[config.mk]
export PLATFORM = sky130hd
export DESIGN_NAME = multichannel_touch_debouncer
export DESIGN_NICKNAME = d
export VERILOG_FILES = /design/src/hdl/mtd_pkg.sv /design/src/hdl/mtd_cfg_regs.sv /design/src/hdl/mtd_chan_update.sv /design/src/hdl/multichannel_touch_debouncer.sv
export SDC_FILE = /design/constraint.sdc
export NUM_CORES = 1
export LEC_CHECK = 0
export ABC_CLOCK_PERIOD_IN_PS = 13930
export BUFFER_PORTS_ARGS = -buffer_cell sky130_fd_sc_hd__buf_2
export CELL_PAD_IN_SITES_DETAIL_PLACEMENT = 1
export CELL_PAD_IN_SITES_GLOBAL_PLACEMENT = 2
export CORE_MARGIN = 3
export CORE_UTILIZATION = 35
export CTS_BUF_LIST = sky130_fd_sc_hd__clkbuf_8 sky130_fd_sc_hd__clkbuf_16
export CTS_CLUSTER_SIZE = 30
export DETAILED_ROUTE_END_ITERATION = 8
export PLACE_DENSITY_LB_ADDON = 0.1
export RECOVER_POWER = 25
export SYNTH_ARGS = -nofsm -noshare
export SYNTH_HDL_FRONTEND = slang
export SYNTH_SLANG_ARGS = --single-unit
[constraint.sdc]
create_clock -name clk -period 13.93 [get_ports clk]
set_input_delay 0.6965 -clock clk [delete_from_list [all_inputs] [get_ports clk]]
set_output_delay 0.6965 -clock clk [all_outputs]
set_load 0.005 [all_outputs]
[src/hdl/mtd_pkg.sv]
// Shared types and constants for the multichannel touch debouncer.
// No dependencies; used by the register file, the update logic and the top level.
package mtd_pkg;

  localparam int SAMPLE_W = 12;
  localparam int CHAN_W   = 3;
  localparam int COUNT_W  = 8;
  localparam int CFG_IDX_W  = 3;
  localparam int CFG_DATA_W = 12;

  // Register indexes on the configuration port
  localparam logic [CFG_IDX_W-1:0] REG_GROUND_THRESHOLD = 3'd0;
  localparam logic [CFG_IDX_W-1:0] REG_VALID_CEILING    = 3'd1;
  localparam logic [CFG_IDX_W-1:0] REG_PRESS_LIMIT      = 3'd2;
  localparam logic [CFG_IDX_W-1:0] REG_RELEASE_LIMIT    = 3'd3;
  localparam logic [CFG_IDX_W-1:0] REG_COUNT_START      = 3'd4;

  // Reset values
  localparam logic [SAMPLE_W-1:0] GROUND_THRESHOLD_RST = 12'd100;
  localparam logic [SAMPLE_W-1:0] VALID_CEILING_RST    = 12'd4095;
  localparam logic [COUNT_W-1:0]  PRESS_LIMIT_RST      = 8'd3;
  localparam logic [COUNT_W-1:0]  RELEASE_LIMIT_RST    = 8'd3;
  localparam logic [COUNT_W-1:0]  COUNT_START_RST      = 8'd0;

  typedef struct packed {
    logic [SAMPLE_W-1:0] ground_threshold;
    logic [SAMPLE_W-1:0] valid_ceiling;
    logic [COUNT_W-1:0]  press_limit;
    logic [COUNT_W-1:0]  release_limit;
    logic [COUNT_W-1:0]  count_start;
  } cfg_t;

  typedef struct packed {
    logic               pressed;
    logic [COUNT_W-1:0] press_cnt;
    logic [COUNT_W-1:0] release_cnt;
  } chan_state_t;

  typedef struct packed {
    logic press_event;
    logic release_event;
  } events_t;

endpackage

[src/hdl/mtd_cfg_regs.sv]
// Configuration register file for the touch debouncer.
// Depends on mtd_pkg for register indexes, reset values and cfg_t.
module mtd_cfg_regs (
  input  logic                               clk,
  input  logic                               rst,
  input  logic                               wr_en,
  input  logic [mtd_pkg::CFG_IDX_W-1:0]      wr_index,
  input  logic [mtd_pkg::CFG_DATA_W-1:0]     wr_data,
  output mtd_pkg::cfg_t                      cfg
);

  always_ff @(posedge clk) begin
    if (rst) begin
      cfg.ground_threshold <= mtd_pkg::GROUND_THRESHOLD_RST;
      cfg.valid_ceiling    <= mtd_pkg::VALID_CEILING_RST;
      cfg.press_limit      <= mtd_pkg::PRESS_LIMIT_RST;
      cfg.release_limit    <= mtd_pkg::RELEASE_LIMIT_RST;
      cfg.count_start      <= mtd_pkg::COUNT_START_RST;
    end else if (wr_en) begin
      unique case (wr_index)
        mtd_pkg::REG_GROUND_THRESHOLD: cfg.ground_threshold <= wr_data;
        mtd_pkg::REG_VALID_CEILING:    cfg.valid_ceiling    <= wr_data;
        mtd_pkg::REG_PRESS_LIMIT:
          cfg.press_limit   <= wr_data[mtd_pkg::COUNT_W-1:0];
        mtd_pkg::REG_RELEASE_LIMIT:
          cfg.release_limit <= wr_data[mtd_pkg::COUNT_W-1:0];
        mtd_pkg::REG_COUNT_START:
          cfg.count_start   <= wr_data[mtd_pkg::COUNT_W-1:0];
        default: ; // unmapped index, write dropped
      endcase
    end
  end

endmodule

[src/hdl/mtd_chan_update.sv]
// Per-channel debounce update: classify one sample, step the counters, flip state.
// Depends on mtd_pkg for cfg_t, chan_state_t and events_t.
module mtd_chan_update (
  input  mtd_pkg::cfg_t                  cfg,
  input  mtd_pkg::chan_state_t           cur,
  input  logic [mtd_pkg::SAMPLE_W-1:0]   sample,
  output mtd_pkg::chan_state_t           nxt,
  output mtd_pkg::events_t               ev
);

  logic                       touched;
  logic                       untouched;
  logic [mtd_pkg::COUNT_W-1:0] press_inc;
  logic [mtd_pkg::COUNT_W-1:0] release_inc;

  assign touched   = sample < cfg.ground_threshold;
  assign untouched = !touched && (sample <= cfg.valid_ceiling);

  // Saturating steps: never pass the limit
  assign press_inc   = (cur.press_cnt < cfg.press_limit) ?
                       cur.press_cnt + 8'd1 : cur.press_cnt;
  assign release_inc = (cur.release_cnt < cfg.release_limit) ?
                       cur.release_cnt + 8'd1 : cur.release_cnt;

  always_comb begin
    nxt = cur;
    ev  = '0;
    priority if (touched && !cur.pressed) begin
      nxt.press_cnt = press_inc;
      if (press_inc == cfg.press_limit) begin
        nxt.pressed     = 1'b1;
        nxt.release_cnt = cfg.count_start;
        ev.press_event  = 1'b1;
      end
    end else if (touched) begin
      nxt.release_cnt = cfg.count_start;
    end else if (untouched && cur.pressed) begin
      nxt.release_cnt = release_inc;
      if (release_inc == cfg.release_limit) begin
        nxt.pressed      = 1'b0;
        nxt.press_cnt    = cfg.count_start;
        ev.release_event = 1'b1;
      end
    end else if (untouched) begin
      nxt.press_cnt = cfg.count_start;
    end else begin
      nxt = cur; // reading above the ceiling: no change
    end
  end

endmodule

[src/hdl/multichannel_touch_debouncer.sv]
// Top level of the multichannel touch debouncer.
// Depends on mtd_pkg, mtd_cfg_regs and mtd_chan_update.
//
// Counter-based debounce filter for up to CHANNELS touch channels. Each input
// request is one 12-bit converter sample tagged with its channel; each sample
// produces exactly one result request carrying the channel, its debounced
// state after the sample, and one-shot press/release event flags. Throughput
// is one sample per clock while the sink takes results. A sample accepted
// into the input register moves on to the result register once that register
// can drain or is empty, with the per-channel state written at the same edge
// as the result register so a sample for the same channel in the very next
// cycle already sees the update.
// Both channels use valid/ready; input ready stays high while the result
// register can drain or is empty. Samples whose channel is CHANNELS or above
// leave all state alone and report released with no events. Configuration
// registers (0 ground_threshold, 1 valid_ceiling, 2 press_limit,
// 3 release_limit, 4 count_start) are always ready and must be written only
// while no sample is in flight; other indexes are ignored. Reset releases
// every channel and clears all counters to the reset value of count_start.
module multichannel_touch_debouncer #(
  parameter int CHANNELS = 8
) (
  input  logic                             clk,
  input  logic                             rst,
  // sample input
  input  logic                             in_valid,
  output logic                             in_ready,
  input  logic [mtd_pkg::CHAN_W-1:0]       channel,
  input  logic [mtd_pkg::SAMPLE_W-1:0]     sample,
  // result output
  output logic                             out_valid,
  input  logic                             out_ready,
  output logic [mtd_pkg::CHAN_W-1:0]       out_channel,
  output logic                             pressed,
  output logic                             press_event,
  output logic                             release_event,
  // configuration writes
  input  logic                             cfg_valid,
  output logic                             cfg_ready,
  input  logic [mtd_pkg::CFG_IDX_W-1:0]    cfg_index,
  input  logic [mtd_pkg::CFG_DATA_W-1:0]   cfg_data
);

  localparam int IDX_W = (CHANNELS > 1) ? $clog2(CHANNELS) : 1;
  localparam int EXT_W = 7; // holds any channel code and CHANNELS up to 127

  mtd_pkg::cfg_t cfg;

  assign cfg_ready = 1'b1;

  mtd_cfg_regs u_cfg (
    .clk      (clk),
    .rst      (rst),
    .wr_en    (cfg_valid && cfg_ready),
    .wr_index (cfg_index),
    .wr_data  (cfg_data),
    .cfg      (cfg)
  );

  // Input register
  logic                         s1_valid;
  logic [mtd_pkg::CHAN_W-1:0]   s1_channel;
  logic [mtd_pkg::SAMPLE_W-1:0] s1_sample;
  logic                         s1_advance;

  assign s1_advance = s1_valid && (!out_valid || out_ready);
  assign in_ready   = !s1_valid || s1_advance;

  always_ff @(posedge clk) begin
    if (rst) begin
      s1_valid <= 1'b0;
    end else if (in_ready) begin
      s1_valid <= in_valid;
    end
  end

  always_ff @(posedge clk) begin
    if (in_valid && in_ready) begin
      s1_channel <= channel;
      s1_sample  <= sample;
    end
  end

  // Channel decode
  logic [EXT_W-1:0] ch_ext;
  logic             in_range;
  logic [IDX_W-1:0] ch_idx;

  assign ch_ext   = EXT_W'(s1_channel);
  assign in_range = ch_ext < EXT_W'(CHANNELS);
  assign ch_idx   = ch_ext[IDX_W-1:0];

  // Per-channel state, one entry per channel, read at the current channel
  logic                        pressed_flags    [CHANNELS];
  logic [mtd_pkg::COUNT_W-1:0] press_counters   [CHANNELS];
  logic [mtd_pkg::COUNT_W-1:0] release_counters [CHANNELS];

  mtd_pkg::chan_state_t cur_state;
  mtd_pkg::chan_state_t state_next;
  mtd_pkg::events_t     ev_next;

  always_comb begin
    cur_state = '0;
    if (in_range) begin
      cur_state.pressed     = pressed_flags[ch_idx];
      cur_state.press_cnt   = press_counters[ch_idx];
      cur_state.release_cnt = release_counters[ch_idx];
    end
  end

  mtd_chan_update u_update (
    .cfg    (cfg),
    .cur    (cur_state),
    .sample (s1_sample),
    .nxt    (state_next),
    .ev     (ev_next)
  );

  always_ff @(posedge clk) begin
    if (rst) begin
      for (int i = 0; i < CHANNELS; i++) begin
        pressed_flags[i]    <= 1'b0;
        press_counters[i]   <= mtd_pkg::COUNT_START_RST;
        release_counters[i] <= mtd_pkg::COUNT_START_RST;
      end
    end else if (s1_advance && in_range) begin
      pressed_flags[ch_idx]    <= state_next.pressed;
      press_counters[ch_idx]   <= state_next.press_cnt;
      release_counters[ch_idx] <= state_next.release_cnt;
    end
  end

  // Result register; out-of-range channels report released, no events
  always_ff @(posedge clk) begin
    if (rst) begin
      out_valid <= 1'b0;
    end else if (s1_advance) begin
      out_valid <= 1'b1;
    end else if (out_ready) begin
      out_valid <= 1'b0;
    end
  end

  always_ff @(posedge clk) begin
    if (s1_advance) begin
      out_channel   <= s1_channel;
      pressed       <= in_range && state_next.pressed;
      press_event   <= in_range && ev_next.press_event;
      release_event <= in_range && ev_next.release_event;
    end
  end

endmodule

* Word-level counts from Yosys, hierarchy flattened
Memories as Yosys holds them, arrays and structs flattened. A register that Yosys moved wholly into a read port is not among the register bits.
Index checks and enable logic that the tools add are counted.
** Storage, ports and cells
- Memory bits (writable) :: 136
- Memories kept :: 3
- Input port bits :: 35
- Register bits :: 71
- Output and inout port bits :: 9
** Memories
- press_counters :: depth 8, width 8, read ports 1, clocked after Yosys merged registers in 1, wr ports 8, RTL line multichannel_touch_debouncer.sv:95 : logic [mtd_pkg::COUNT_W-1:0] press_counters [CHANNELS];
- release_counters :: depth 8, width 8, read ports 1, clocked after Yosys merged registers in 1, wr ports 8, RTL line multichannel_touch_debouncer.sv:96 : logic [mtd_pkg::COUNT_W-1:0] release_counters [CHANNELS];
- pressed_flags :: depth 8, width 1, read ports 1, clocked after Yosys merged registers in 1, wr ports 8, RTL line multichannel_touch_debouncer.sv:94 : logic pressed_flags [CHANNELS];
** Operators by class
- Reduce and logical (&&, ||, !) cells :: 25
- $add $sub $neg :: 2
- Muxes and demuxes :: 36
- $lt $le $gt $ge :: 5
- Equality and inequality tests :: 6
** Operator list (count)
- 8-bit two-way mux :: 7
- 17-bit two-way mux :: 3
- 1-bit two-way mux :: 18
- 3-bit two-way mux :: 6
- 9-bit two-way mux :: 2
- 8-bit by 1-bit adder with 8-bit output (second input constant) :: 2
- 8-bit == test :: 2
- 8-bit < comparator :: 2
- 8-bit OR reduction :: 2
- 12-bit <= comparator :: 1
- 12-bit < comparator :: 1
- 2-bit AND reduction :: 5
- 1-bit logical AND :: 9
- 3-bit by 2-bit == test with 1-bit output (second input constant) :: 2
- 1-bit logical NOT :: 4
- 3-bit by 4-bit < comparator with 1-bit output (second input constant) :: 1
- 3-bit by 1-bit == test with 1-bit output (second input constant) :: 1
- 3-bit == test (second input constant) :: 1
- 3-bit logical NOT :: 1
- 1-bit logical OR :: 2
- 2-bit nonzero test :: 1
- 1-bit OR reduction :: 1

* Depth between registers and ports, before layout
- Word-level depth :: 10
- Depth in mapped cells :: 20
- Depth with buffers taken out :: 15

* Hierarchy
From an unflattened synthesis, not the netlist that was laid out.
** Unflattened totals
- Cells, all modules :: 945
- Area, all modules :: 11459.7 um^2
** Modules (own cells, without submodules)
- multichannel_touch_debouncer :: instances 1, seq. area each 4814.6 um^2, cells each 409, area an instance 7131.8 um^2
- mtd_chan_update :: instances 1, seq. area each 0.0 um^2, cells each 349, area an instance 2379.8 um^2
- mtd_cfg_regs :: instances 1, seq. area each 960.9 um^2, cells each 187, area an instance 1948.1 um^2

* Least setup slack after synthesis
No wires, ideal clock.
- Path kind :: reg-to-reg
- Start :: register (tool-made name)
- End :: memory press_counters[0][2] (netlist bit), data pin
- Data required time :: 13.652 ns
- Setup time :: 0.278 ns
- Period minus slack after synthesis :: 4.653 ns
- Arrival time :: 4.376 ns
- Cell stages (with the launch flop) :: 18
- Path slack :: 9.277 ns
- Cell sequence :: dfxtp_1 > buf_6 > buf_6 > mux4_2 > mux2i_1 > inv_1 > ha_1 > nand2_1 > a2111oi_0 > nor2_1 > o211ai_1 > xnor2_1 > a211oi_1 > o211a_1 > buf_4 > mux2i_1 > a311oi_2 > a21oi_1
** RTL lines (RTL line)
- end: declaration :: multichannel_touch_debouncer.sv:95

==> metrics <==
Vias 8076; CTS clk-pin slew, worst paths 60 ps; Ports 44; Bufs on Longest Clock Path 3; number of global-route vias before repair 8550; Cell variety after synth 79; mux contribution to synthesized area 10.9%; yosys warns 0; Antenna Diode Count 0; clock sinks 210; ANT nets after route 0; syn nets 1081; Rel. slew slack -90.4%; #FFs+latches synth 210; # setup viols final 0; PD cells 128 nW/um^2; Hold WS 339 ps; Synth async-reset ratio 0%; syn avg cell area 11.1 sq um; TritonCTS clock tree built; Core ar. 31000 sq um; number of enable flip-flop cells after synthesis 157; hold path cells 1; critical path class reg2reg; Max Cap Violations 1; Period minus WS final 5710 ps; Simple-Gate Fraction of Synth Area 15.2%; Total Nets Final 1125; # Post-CTS Setup Buffers 0; failing checks capacitance limit, slew limit; Iteration-0 DRC Markers 549; RePlAce Congestion 0.805; FMAX 175 MHz; Worst Setup End Kind flip-flop; Synth Area in Compound Gates 11.8%; crit-path max FO 40; DRC Markers 0; outcome complete, but fails checks; largest net degree at the start of global routing 61; Syn Inst Count 1007; Total Power 1.61 mW; CP Launch Type flip-flop; Die W 184 microns; count of pins over their slew limit 61; XOR/XNOR Fraction of Synth Area 1.96%; port bufs 42; Hold Path Sink s1_sample[0]$_DFFE_PP_; Tightest Pin Transition 2860 ps; required time of the critical path 14190 ps; Peak VDD IR 0.0781 mV; sequential share of the synthesized area 51.8%; CTS buffer count 26; first-pass GRT wire length 53000 microns; Hold Buf Count CTS 0; GRT overflow 0; initial antenna violation count 0; Most used DFF post-synth edfxtp_1; 1st-pass router iterations 5; RSZ-0062 raised after global routing no; Die ar. 34000 sq um; GRT Max-Usage Layer met2; hold path startpoint sample[0]; hold crit path type in2reg; clk_skew 29.4 ps; All-Layer GR Usage 20.5%; GR Util met2 34.0%; Area Growth Syn to Fin 12.6%; Core Rows 64; worst reg2reg path endpoint pressed$_DFFE_PP_; met1 GRT Util 29.6%; largest family of logic cells by synthesized area simple AND/OR/NAND/NOR gates; Leak 4.67 nW; met3 GRT Util 2.29%; R2R cell count 15; WL final 34300 microns; clock tree root buffer cell clkbuf_16; WP data arrival 5970 ps; Die Ht 184 microns; share of cells above drive strength 1 16.2%; Clk Latency, worst-skew pair 540 ps; detailed placer's ending HPWL 23300 microns; placed cells 1419; Post-Syn Area 11100 sq um; WL per Instance 23.4 microns; initial cell density of the core 36.0%; R2R Setup Slk 8220 ps; Post-Synth Adder-Cell Area 4.38%; Resize count post-CTS 0; Hold Vio Cnt, Final 0; Final Cycle Share 41.0%; Fin Setup TNS 0 ps; Avg Vias per Cell 5.51; Non-Filler Instances 1466; H-tree levels 1
kinds of logic after synthesis:
logic type,after synthesis
simple gates,369
fa+ha+maj,39
buf+inv,104
compound gates,188
mux,71
xor+xnor,25
flops,210
other cells,1
critical path, cell delays in order (launching register included):
cell and delay [ps]:
dfxtp_2 310, buf_4 560, mux4_2 610, mux2i_1 370, inv_1 170, ha_1 310
nand2_1 60, a2111oi_0 620, nor2_1 250, o211ai_1 340, xnor2_1 130, a211oi_1 250
o211a_1 370, nand3_1 160, a21oi_1 760, inv_1 80
registers in the layout (all words and copies together) (netlist names), named ones only:
signal	flops
ch_idx	3
out_channel	3
out_valid	1
press_counters	64
press_event	1
pressed	1
pressed_flags	8
release_counters	64
release_event	1
s1_sample	12
s1_valid	1
u_cfg.cfg	48
stage by stage:
| stage | setup WS [ps] | area, sq um | util (%) |
|---|---|---|---|
| final | 8220 | 12600 | 40.5 |
| after global placement | 8270 | 11800 | 38.1 |
| after CTS | 8190 | 12600 | 40.5 |
| after floorplan | 9280 | 11100 | - |
| after detailed placement | 8180 | 11800 | 38.1 |
| after global routing | 7640 | 12600 | 40.5 |
synthesized netlist by cell type, types with 4 or more instances:
cell type	instances	share of area (%)
nor2b_1	8	0.45
mux2_2	7	0.71
o21ai_0	20	0.90
xnor2_1	22	1.7
and2_1	10	0.56
nand4_1	5	0.28
mux4_2	35	7.1
inv_1	54	1.8
a211o_1	17	1.3
clkbuf_1	30	1.0
o211a_1	4	0.36
nand2_1	95	3.2
nand2b_1	13	0.73
buf_2	10	0.45
ha_1	39	4.4
dfxtp_1	53	9.5
mux2i_1	24	2.2
edfxtp_1	157	42
nand3_1	33	1.5
a211oi_1	6	0.40
nand3b_1	5	0.34
a21oi_1	80	3.6
a21o_1	14	0.94
nor3_1	38	1.7
nor2_1	126	4.2
and3_1	8	0.45
nor2_2	8	0.45
metal layers:
metal	part of all wire (%)	vias to the layer above
met5	0	-
met4	1.0	0
met3	3.6	26
met2	47	134
met1	48	4129
li1	-	3787
report_power, final:
group	total [mW]	internal, mW	switching (mW)
Combinational	0.293	0.0985	0.194
Sequential	0.707	0.697	0.0105
Clock	0.608	0.344	0.265
worst max path at each step:
| stage | startpoint | end | slack (ps) |
|---|---|---|---|
| finish | flip-flop | pressed$_DFFE_PP_ | 8220 |
| global route | flip-flop | press_counters[4][6]$_SDFFCE_PN0P_ | 7640 |
| CTS | flip-flop | pressed$_DFFE_PP_ | 8190 |
| detailed placement | flip-flop | pressed$_DFFE_PP_ | 8180 |
| global placement | flip-flop | pressed_flags[3]$_SDFFCE_PN0P_ | 8270 |
| floorplan | flip-flop | press_counters[0][2]$_SDFFCE_PN0P_ | 9280 |
final cells by class:
cell class,instances,area [sq um]
repair buffers,63,354
clock buffers,27,664
clock inverters,20,104
well taps,396,495
flip-flops and latches,210,5780
inverters,57,214
fillers,3379,18400
multi-input cells,693,4940
placed cells by master, fill, tap and decap left out, types with 20 or more instances in the layout:
cell / n
buf_2: 34
mux2i_1: 23
nand3_1: 33
ha_1: 39
buf_4: 20
clkbuf_16: 26
inv_1: 61
a21oi_1: 80
nor3_1: 38
edfxtp_1: 157
o21ai_0: 20
dfxtp_1: 51
nand2_1: 95
mux4_2: 35
xnor2_1: 22
nor2_1: 126
Note: power is estimated with default switching activity, not from simulation.
